$ cat config.mk
export PLATFORM = sky130hd
export DESIGN_NAME = byte_stuffing_frame_decoder_unit
export DESIGN_NICKNAME = d
export VERILOG_FILES = /design/src/sv/bsfd_pkg.sv /design/src/sv/bsfd_cfg_regs.sv /design/src/sv/bsfd_step.sv /design/src/sv/byte_stuffing_frame_decoder_unit.sv
export SDC_FILE = /design/constraint.sdc
export NUM_CORES = 1
export LEC_CHECK = 0
export ABC_CLOCK_PERIOD_IN_PS = 5800
export BUFFER_PORTS_ARGS = -buffer_cell sky130_fd_sc_hd__buf_2
export CORE_MARGIN = 2
export CORE_UTILIZATION = 45
export DETAILED_ROUTE_END_ITERATION = 10
export PLACE_DENSITY = 0.68
export SYNTH_ARGS = -nofsm -noshare
export SYNTH_HDL_FRONTEND = slang
export SYNTH_SLANG_ARGS = --single-unit
$ cat constraint.sdc
create_clock -name clk -period 5.8 [get_ports clk]
set_input_delay 0.87 -clock clk [delete_from_list [all_inputs] [get_ports clk]]
set_output_delay 0.87 -clock clk [all_outputs]
set_load 0.01 [all_outputs]
$ cat src/sv/bsfd_pkg.sv
package bsfd_pkg;

	localparam int unsigned BYTE_W = 8;
	localparam int unsigned POS_W = 11;
	localparam int unsigned IDX_W = 10;
	localparam int unsigned CFG_DATA_W = 11;
	localparam int unsigned CFG_INDEX_W = 3;
	localparam logic [POS_W-1:0] MAX_BUFFER = POS_W'(1024);

	localparam logic [CFG_INDEX_W-1:0] CFG_HEAD_CODE = 3'd0;
	localparam logic [CFG_INDEX_W-1:0] CFG_TAIL_CODE = 3'd1;
	localparam logic [CFG_INDEX_W-1:0] CFG_ESCAPE_CODE = 3'd2;
	localparam logic [CFG_INDEX_W-1:0] CFG_ESCAPED_HEAD_CODE = 3'd3;
	localparam logic [CFG_INDEX_W-1:0] CFG_ESCAPED_TAIL_CODE = 3'd4;
	localparam logic [CFG_INDEX_W-1:0] CFG_ESCAPED_ESCAPE_CODE = 3'd5;
	localparam logic [CFG_INDEX_W-1:0] CFG_BUFFER_SIZE = 3'd6;

	typedef enum logic [1:0] {
		PH_IDLE = 2'd0,
		PH_FRAME = 2'd1,
		PH_ESC = 2'd2,
		PH_DONE = 2'd3
	} phase_t;

	typedef struct packed {
		logic [BYTE_W-1:0] head_code;
		logic [BYTE_W-1:0] tail_code;
		logic [BYTE_W-1:0] escape_code;
		logic [BYTE_W-1:0] escaped_head_code;
		logic [BYTE_W-1:0] escaped_tail_code;
		logic [BYTE_W-1:0] escaped_escape_code;
		logic [POS_W-1:0] buffer_size;
	} cfg_t;

	typedef struct packed {
		logic write_valid;
		logic [IDX_W-1:0] write_index;
		logic [BYTE_W-1:0] decoded_byte;
		logic frame_end;
		logic frame_abort;
	} result_t;

endpackage

$ cat src/sv/bsfd_cfg_regs.sv
module bsfd_cfg_regs (
	input logic clk,
	input logic arst_n,
	input logic cfg_we,
	input logic [bsfd_pkg::CFG_INDEX_W-1:0] cfg_index,
	input logic [bsfd_pkg::CFG_DATA_W-1:0] cfg_data,
	output bsfd_pkg::cfg_t cfg
);

	bsfd_pkg::cfg_t cfg_q;

	always_ff @(posedge clk or negedge arst_n) begin
		if (!arst_n) begin
			cfg_q.head_code <= 8'd126;
			cfg_q.tail_code <= 8'd127;
			cfg_q.escape_code <= 8'd125;
			cfg_q.escaped_head_code <= 8'd2;
			cfg_q.escaped_tail_code <= 8'd3;
			cfg_q.escaped_escape_code <= 8'd1;
			cfg_q.buffer_size <= 11'd256;
		end else if (cfg_we) begin
			unique case (cfg_index)
				bsfd_pkg::CFG_HEAD_CODE: cfg_q.head_code <= cfg_data[7:0];
				bsfd_pkg::CFG_TAIL_CODE: cfg_q.tail_code <= cfg_data[7:0];
				bsfd_pkg::CFG_ESCAPE_CODE: cfg_q.escape_code <= cfg_data[7:0];
				bsfd_pkg::CFG_ESCAPED_HEAD_CODE: cfg_q.escaped_head_code <= cfg_data[7:0];
				bsfd_pkg::CFG_ESCAPED_TAIL_CODE: cfg_q.escaped_tail_code <= cfg_data[7:0];
				bsfd_pkg::CFG_ESCAPED_ESCAPE_CODE: cfg_q.escaped_escape_code <= cfg_data[7:0];
				bsfd_pkg::CFG_BUFFER_SIZE: cfg_q.buffer_size <= cfg_data;
				default: ;
			endcase
		end
	end

	assign cfg = cfg_q;

endmodule

$ cat src/sv/bsfd_step.sv
module bsfd_step (
	input logic clk,
	input logic arst_n,
	input logic advance,
	input logic [bsfd_pkg::BYTE_W-1:0] byte_in,
	input bsfd_pkg::cfg_t cfg,
	output bsfd_pkg::result_t result
);

	bsfd_pkg::phase_t phase_q, phase_mid, phase_d;
	logic [bsfd_pkg::POS_W-1:0] pos_q, pos_mid, pos_d, size_eff, pos_inc;
	logic [bsfd_pkg::BYTE_W-1:0] wbyte, mapped;
	logic is_head, is_tail, is_esc, map_ok, wr, done, esc_bad, check, full;

	assign is_head = (byte_in == cfg.head_code);
	assign is_tail = (byte_in == cfg.tail_code);
	assign is_esc = (byte_in == cfg.escape_code);
	assign size_eff = (cfg.buffer_size > bsfd_pkg::MAX_BUFFER) ?
		bsfd_pkg::MAX_BUFFER : cfg.buffer_size;
	assign pos_inc = pos_q + bsfd_pkg::POS_W'(1);

	always_comb begin
		map_ok = 1'b1;
		priority if (byte_in == cfg.escaped_head_code) begin
			mapped = cfg.head_code;
		end else if (byte_in == cfg.escaped_tail_code) begin
			mapped = cfg.tail_code;
		end else if (byte_in == cfg.escaped_escape_code) begin
			mapped = cfg.escape_code;
		end else begin
			mapped = '0;
			map_ok = 1'b0;
		end
	end

	always_comb begin
		wr = 1'b0;
		wbyte = byte_in;
		done = 1'b0;
		esc_bad = 1'b0;
		check = 1'b1;
		pos_mid = pos_q;
		if (is_head) begin
			wr = 1'b1;
			pos_mid = bsfd_pkg::POS_W'(1);
		end else begin
			unique case (phase_q)
				bsfd_pkg::PH_FRAME: begin
					if (!is_esc) begin
						wr = 1'b1;
						pos_mid = pos_inc;
						if (is_tail) begin
							done = 1'b1;
							check = 1'b0;
						end
					end
				end
				bsfd_pkg::PH_ESC: begin
					if (map_ok) begin
						wr = 1'b1;
						wbyte = mapped;
						pos_mid = pos_inc;
					end else begin
						esc_bad = 1'b1;
						check = 1'b0;
						pos_mid = '0;
					end
				end
				default: ;
			endcase
		end
	end

	assign full = check && (pos_mid >= size_eff);

	always_comb begin
		phase_mid = phase_q;
		if (is_head) begin
			phase_mid = bsfd_pkg::PH_FRAME;
		end else begin
			unique case (phase_q)
				bsfd_pkg::PH_FRAME: begin
					if (is_esc) begin
						phase_mid = bsfd_pkg::PH_ESC;
					end else if (is_tail) begin
						phase_mid = bsfd_pkg::PH_DONE;
					end
				end
				bsfd_pkg::PH_ESC: phase_mid = map_ok ? bsfd_pkg::PH_FRAME : bsfd_pkg::PH_IDLE;
				default: ;
			endcase
		end
		phase_d = full ? bsfd_pkg::PH_IDLE : phase_mid;
	end

	always_comb begin
		pos_d = full ? '0 : pos_mid;
		result.write_valid = wr;
		result.write_index = wr ? (is_head ? '0 : pos_q[bsfd_pkg::IDX_W-1:0]) : '0;
		result.decoded_byte = wr ? wbyte : '0;
		result.frame_end = done;
		result.frame_abort = esc_bad ||
			(full && (phase_mid == bsfd_pkg::PH_FRAME || phase_mid == bsfd_pkg::PH_ESC));
	end

	always_ff @(posedge clk or negedge arst_n) begin
		if (!arst_n) begin
			phase_q <= bsfd_pkg::PH_IDLE;
			pos_q <= '0;
		end else if (advance) begin
			phase_q <= phase_d;
			pos_q <= pos_d;
		end
	end

endmodule

$ cat src/sv/byte_stuffing_frame_decoder_unit.sv
// Byte-stuffing frame decoder, receive side.
// Input channel: in_valid/in_ready with line_byte, one raw line byte per
// transaction. Output channel: out_valid/out_ready with write_valid,
// write_index, decoded_byte, frame_end and frame_abort; exactly one result
// transaction per input transaction, in order.
// Configuration: cfg_we/cfg_index/cfg_data write the code bytes and the
// buffer size, one register per write; write only while no transaction is in flight.
// Flow: a byte taken into the input register is decoded into the result register
// when it advances, and its result transaction completes from the result register.
// Throughput: one byte per cycle while the receiver accepts results, set by the
// single decode step between the two registers; the frame state advances as
// each byte moves into the result register.
// Reset clears the frame state to idle at position zero, empties both
// registers and loads the default codes and a 256-byte buffer size.
// When the receiver stalls the result register holds, the input register
// keeps one more byte, and in_ready falls only when both are occupied.
module byte_stuffing_frame_decoder_unit (
	input logic clk,
	input logic arst_n,
	input logic in_valid,
	output logic in_ready,
	input logic [bsfd_pkg::BYTE_W-1:0] line_byte,
	output logic out_valid,
	input logic out_ready,
	output logic write_valid,
	output logic [bsfd_pkg::IDX_W-1:0] write_index,
	output logic [bsfd_pkg::BYTE_W-1:0] decoded_byte,
	output logic frame_end,
	output logic frame_abort,
	input logic cfg_we,
	input logic [bsfd_pkg::CFG_INDEX_W-1:0] cfg_index,
	input logic [bsfd_pkg::CFG_DATA_W-1:0] cfg_data
);

	bsfd_pkg::cfg_t cfg;
	bsfd_pkg::result_t result, result_s2;
	logic [bsfd_pkg::BYTE_W-1:0] byte_s1;
	logic valid_s1, valid_s2, advance;

	bsfd_cfg_regs u_cfg (
		.clk(clk),
		.arst_n(arst_n),
		.cfg_we(cfg_we),
		.cfg_index(cfg_index),
		.cfg_data(cfg_data),
		.cfg(cfg)
	);

	bsfd_step u_step (
		.clk(clk),
		.arst_n(arst_n),
		.advance(advance),
		.byte_in(byte_s1),
		.cfg(cfg),
		.result(result)
	);

	assign advance = valid_s1 && (!valid_s2 || out_ready);
	assign in_ready = !valid_s1 || advance;

	always_ff @(posedge clk or negedge arst_n) begin
		if (!arst_n) begin
			valid_s1 <= 1'b0;
			valid_s2 <= 1'b0;
		end else begin
			if (in_ready) begin
				valid_s1 <= in_valid;
			end
			if (advance) begin
				valid_s2 <= 1'b1;
			end else if (out_ready) begin
				valid_s2 <= 1'b0;
			end
		end
	end

	always_ff @(posedge clk) begin
		if (in_ready && in_valid) begin
			byte_s1 <= line_byte;
		end
		if (advance) begin
			result_s2 <= result;
		end
	end

	assign out_valid = valid_s2;
	assign write_valid = result_s2.write_valid;
	assign write_index = result_s2.write_index;
	assign decoded_byte = result_s2.decoded_byte;
	assign frame_end = result_s2.frame_end;
	assign frame_abort = result_s2.frame_abort;

endmodule

==> metrics.yaml, run 1 <==
num_rows: 41
postCtsSetupRepairBufs: 0
grt_overflow_total: 0
post-route-period-util: 0.878
end_kind: "register"
nFillCells: 1072
rsz0062_at_grt: "no"
crit_type: "reg2reg"
layout_setup_ws_ps: 706
crit_fanout: 14
reg2reg_to: "u_step.pos_q[1]"
synth_common_cells: "55 x mux2_2, 50 x dfrtp_1, 46 x nand2_1"
globalRouteTotalUtil: 0.199
fp.dieW_um: 116
synth_edf_count: 29
synthesis.area_sq_um: 5670
yosysWarnings: 0
pwr-share-seq: 0.485
total_power_mw: 2.14
synthDominantCellAreaShare: 0.221
clk_latency_ps: 340
clock_sinks: 103
drive_above_1_share: 0.306
p_int_mw: 1.46
dp.final_hpwl_mm: 9.25
switching_share: 0.316
skew_ps: 9.85
fin_tns_setup_ps: 0
initial_utilization: 0.455
synth_nets: 543
ys_seq_area_frac: 0.486
synthFlopType: "dfrtp_1"
clkTransAtPathRegs_ps: 70
ys_top_cells_by_area: "dfrtp_1 22%, edfxtp_1 15%, dfstp_2 11%"
drc_errors: 0
gp_congestion: 0.879
whs_path_depth: 1
crit_required_ps: 6040
netlist_instances: 502
cts-root-buf: "clkbuf_16"
outcome: "complete, no violations"
async_flop_share: 0.718
leakage_nw: 2.51
avgSynthCellArea_sq_um: 11.3
fin_crit_ps: 5090
holdBufCountCts: 0
grt_pass1_wl_mm: 20.6
p_sw_mw: 0.676
core_sq_um: 12500
drv_cap: 0
nNetsFinal: 585
peakVddDrop_mv: 0.165
start_kind: "register"
wl_per_cell_um: 17.6
timing.rr.start: "byte_s1[5]"
holdPathEnd: "out_valid"
reg2reg_slack_ps: 710
hold_class: "reg2reg"
p_per_area_nw_per_um2: 337
tightest_slew_ps: 968
dieArea_sq_um: 13500
htree_levels: 3
antenna_cells: 0
area_growth_pct: 11.9
dp_cells: 705
place_ws_ps: 764
yosys_register_bits: 103
cts_made_buffers: 9
synth_top_area_cell: "dfrtp_1"
vias: 4111
ioPinCount: 50
max_freq_mhz: 196
ctsResizeCount: 0
hold_viol: 0
synth.distinct_cells: 65
power_frac_comb: 0.235
relSlewSlack: 0.354
drt_iter0_drc: 258
die_y_um: 116
synth.most_common_cell: "mux2_2"
cts_tree: "yes"
via_per_inst: 5.70
arrival_ps: 5330
r2r_cells: 15
finalInstanceArea_sq_um: 6340
slew_violations: 0
worstHoldStart: "valid_s1"
antenna_found_initial: 0
ant_nets: 0
grt_pass1_vias: 3974
power_frac_clock: 0.280
max-clock-path-buffers: 2
fin_cells: 721
grt_max_degree: 75
setup_viol: 0
routed_wl_mm: 12.7
place_area_sq_um: 6040
hold_slack_ps: 502
final_core_util: 0.509
drt_first_pass_iters: 6
numPortBuffers: 49
power by group through the flow:
stage          registers (mW)  clock network, mW  logic (mW)
2_1_floorplan            1.00                  0       0.399
3_3_place_gp             1.04                  0       0.487
3_5_place_dp             1.05                  0       0.502
4_1_cts                  1.04              0.610       0.505
5_1_grt                  1.06              0.643       0.571
6_report                 1.04              0.599       0.503
flip-flops by register name (all words and copies together) (netlist names):
name,count
u_step.phase_q,2
out_valid,1
u_cfg.cfg,59
byte_s1,8
write_valid,1
frame_abort,1
frame_end,1
decoded_byte,8
write_index,10
valid_s1,1
u_step.pos_q,11
cell type report:
type / count / area [sq um] / area share
Timing Repair Buffer: 57 / 305 / 0.0481
Tap cell: 172 / 215 / 0.0339
Clock inverter: 6 / 50.0 / 0.00789
Inverter: 12 / 45.0 / 0.00710
Clock buffer: 10 / 250 / 0.0394
Multi-Input combinational cell: 361 / 2730 / 0.430
Sequential cell: 103 / 2750 / 0.434
routing by layer:
| metal | vias to the layer above | track usage | routed length [um] |
|---|---|---|---|
| met2 | 170 | 0.310 | 5830 |
| met4 | 0 | 0.0897 | 425 |
| met5 | - | 0 | 0 |
| met3 | 31 | 0.0436 | 883 |
| met1 | 1988 | 0.268 | 5540 |
| li1 | 1922 | - | - |
critical path, stage by stage, from the launching register on:
cell	delay [ps]
edfxtp_1	570
xor2_1	240
nor4_1	320
and2_1	390
o31ai_4	110
buf_4	210
a21oi_2	520
nand2_2	200
o31ai_1	340
ha_1	290
a2111oi_0	360
o21ai_0	140
o21ai_0	360
a22o_1	510
nand2_1	140
o32ai_1	290
how the worst max path moves through the flow:
stage               start               to  slack (ps)  cells after the start
3_5_place_dp   byte_s1[6]  u_step.pos_q[1]         760                     15
5_1_grt        byte_s1[6]  u_step.pos_q[1]         320                     15
6_report       byte_s1[5]  u_step.pos_q[1]         710                     15
3_3_place_gp   byte_s1[7]  u_step.pos_q[1]        1070                     15
2_1_floorplan  byte_s1[7]      frame_abort        1980                     17
4_1_cts        byte_s1[6]  u_step.pos_q[1]         750                     15
cells by family after synthesis:
logic type / count (synthesis) / synth area share
XOR/XNOR: 48 / 0.0742
multiplexers: 60 / 0.118
flip-flops: 103 / 0.486
adder cells (fa/ha/maj): 14 / 0.0309
AO/OA/AOI/OAI: 93 / 0.126
buffers and inverters: 38 / 0.0338
AND/OR/NAND/NOR: 146 / 0.132
layout by cell type (no fill, tap or decap), types with 8 or more instances in the layout:
cell,count
clkbuf_16,10
dfstp_2,24
dfrtp_1,50
xor2_1,32
nand2_1,46
xnor2_1,16
o211ai_1,10
nor4_1,9
nor2_1,22
o21ai_0,18
inv_1,11
buf_4,8
mux2_2,55
edfxtp_1,29
ha_1,14
and3_1,10
a21oi_1,11
buf_2,49
and2_1,12
(Power assumes the default switching activity.)
==> run 2: changes to the inputs <==
- CELL_PAD_IN_SITES_DETAIL_PLACEMENT: unset -> 0
- CELL_PAD_IN_SITES_GLOBAL_PLACEMENT: unset -> 1
- CORE_MARGIN: 2 -> unset
- PLACE_DENSITY: 0.68 -> 0.81
==> run 2 against run 1 <==
  * Via count decreased by 1.6%
  * Flip-flop and latch count unchanged
  * Critical path depth unchanged
  * Sequential power about the same
  * Combinational power about the same
  * Fmax increased by 7.4%
  * Critical path type unchanged
  * Largest cell class unchanged
  * Highest routed layer unchanged
==> metrics.yaml, run 2 (synthesized netlist as in run 1, its figures left out) <==
drc_errors: 0  # unchanged
post-route-period-util: 0.818  # -0.0603
p_per_area_nw_per_um2: 337  # -0.16%
hold_viol: 0  # unchanged
crit_required_ps: 6060  # +20 ps
routed_wl_mm: 12.6  # -0.42%
dp.final_hpwl_mm: 9.16  # -0.93%
dieArea_sq_um: 13100  # -3.4%
final_common_cell: "mux2_2"
clock_sinks: 103  # unchanged
wl_met3_um: 663  # -25%
crit_type: "reg2reg"
total_power_mw: 2.13  # -0.31%
drt_iter0_drc: 204  # -21%
area_growth_pct: 11.7
routed.top_layer: "met4"
tightest_slew_ps: 1010  # +37.6 ps
fin_crit_ps: 4740  # -350 ps
grt_max_degree: 75  # unchanged
rsz0062_at_grt: "no"
max_freq_mhz: 211  # +7.4%
antenna_found_initial: 0  # unchanged
grt_pass1_wl_mm: 21.1  # +2.2%
wl_met1_mm: 5.82  # +5.1%
grt_pass1_vias: 3953  # -0.53%
skew_ps: 7.64  # -2.22 ps
crit_buf_inv: 1  # unchanged
peakVddDrop_mv: 0.198  # +20%
globalRouteTotalUtil: 0.215  # +0.0164
slew_violations: 0  # unchanged
fp.dieW_um: 114  # -1.7%
cts_tree: "yes"
crit_path_max_incr_delay_ps: 740  # +170 ps
final_cell_mix: "55 x mux2_2, 50 x dfrtp_1, 49 x buf_2"
outcome: "complete, no violations"
worstHoldStart: "u_cfg.cfg[0]"
gp_congestion: 0.880  # about the same
htree_levels: 3  # unchanged
crit_fanout: 15  # +1
register_area_sq_um: 2750  # unchanged
arrival_ps: 5000  # -330 ps
num_rows: 40  # -2.4%
wl_per_cell_um: 17.6  # +0.14%
numPortBuffers: 49  # unchanged
setup_viol: 0  # unchanged
drt_first_pass_iters: 5  # -1
largest_register_ff_count: 59  # unchanged
cts_made_buffers: 9  # unchanged
via_per_inst: 5.64  # -1.0%
crit_top_cell: "o21ai_0"
clk_latency_ps: 360  # +20 ps
start_kind: "register"
nFillCells: 1066  # -0.56%
initial_utilization: 0.466  # +0.0114
wl_met2_mm: 5.80  # -0.53%
relSlewSlack: 0.329  # -0.0251
ctsResizeCount: 0  # unchanged
critical_path.top_delay_family: "compound AO/OA/AOI/OAI gates"
max-clock-path-buffers: 2  # unchanged
cp_cell_sequence: "xor2_1 -> nor4_1 -> and2_1 -> o31ai_4 -> a211oi_2 -> buf_4 -> a31oi_1 -> o31ai_1 -> ha_1 -> a2111oi_0 -> o21ai_0 -> o21ai_0 -> a22o_1 -> nand2_1 -> o32ai_1"
fin_tns_setup_ps: 0  # unchanged
timing.rr.start: "byte_s1[4]"
cts-root-buf: "clkbuf_16"
drv_cap: 0  # unchanged
die_y_um: 114  # -1.7%
clkTransAtPathRegs_ps: 70  # about the same
antenna_cells: 0  # unchanged
multi_input_area_sq_um: 2730  # +0.18%
end_kind: "register"
ant_nets: 0  # unchanged
core_sq_um: 12200  # -2.4%
vias: 4046  # -1.6%
ioPinCount: 50  # unchanged
postCtsSetupRepairBufs: 0  # unchanged
cp_slowest_cell: "o31ai_4"
cp-startpoint: "byte_s1[4]"
holdBufCountCts: 0  # unchanged
leakage_nw: 2.51  # -0.11%
grt_overflow_total: 0  # unchanged
drive_above_1_share: 0.306  # unchanged
hold_class: "reg2reg"
nNetsFinal: 585  # unchanged
-- run 2: path summary, 6_finish.rpt --
kind,cells after the start,slack (ps),endpoint
worst min-delay path,1,500,u_cfg.cfg[0]
max in group asynchronous,2,4460,u_step.phase_q[1]
worst max-delay path,15,1060,u_step.pos_q[1]
worst min register to register,1,500,u_cfg.cfg[0]
min in group asynchronous,2,740,out_valid
worst max register to register,15,1060,u_step.pos_q[1]
-- run 2: layer usage --
metal	global-route usage	vias up
met5	0	-
met1	0.299	2009
met3	0.0487	21
met2	0.323	103
li1	-	1913
met4	0.0944	0
-- run 2: power by group --
part | internal, mW | switching (mW) | leakage (nW)
sequential | 0.906 | 0.128 | 1.15
clock | 0.312 | 0.285 | 0.141
combinational | 0.234 | 0.267 | 1.22
total | 1.45 | 0.680 | 2.51
-- run 2: final cells by class --
| class | instances | area share |
|---|---|---|
| tap | 168 | 0.0332 |
| inverter | 12 | 0.00711 |
| clock buffer | 11 | 0.0383 |
| timing repair buffer | 57 | 0.0482 |
| clock inverter | 5 | 0.00751 |
| multi-input combinational | 361 | 0.431 |
| sequential | 103 | 0.435 |
-- run 2: through the flow --
| step | util | instance area, sq um | hold slack (ps) | std cells | worst slack [ps] |
|---|---|---|---|---|---|
| 2_1_floorplan | - | 5670 | 457 | 502 | 1980 |
| 3_3_place_gp | 0.497 | 6040 | 474 | 701 | 1210 |
| 3_5_place_dp | 0.497 | 6040 | 485 | 701 | 1070 |
| 4_1_cts | 0.521 | 6330 | 502 | 717 | 1050 |
| 5_1_grt | 0.521 | 6330 | 522 | 717 | 583 |
| 6_report | 0.521 | 6330 | 500 | 717 | 1060 |
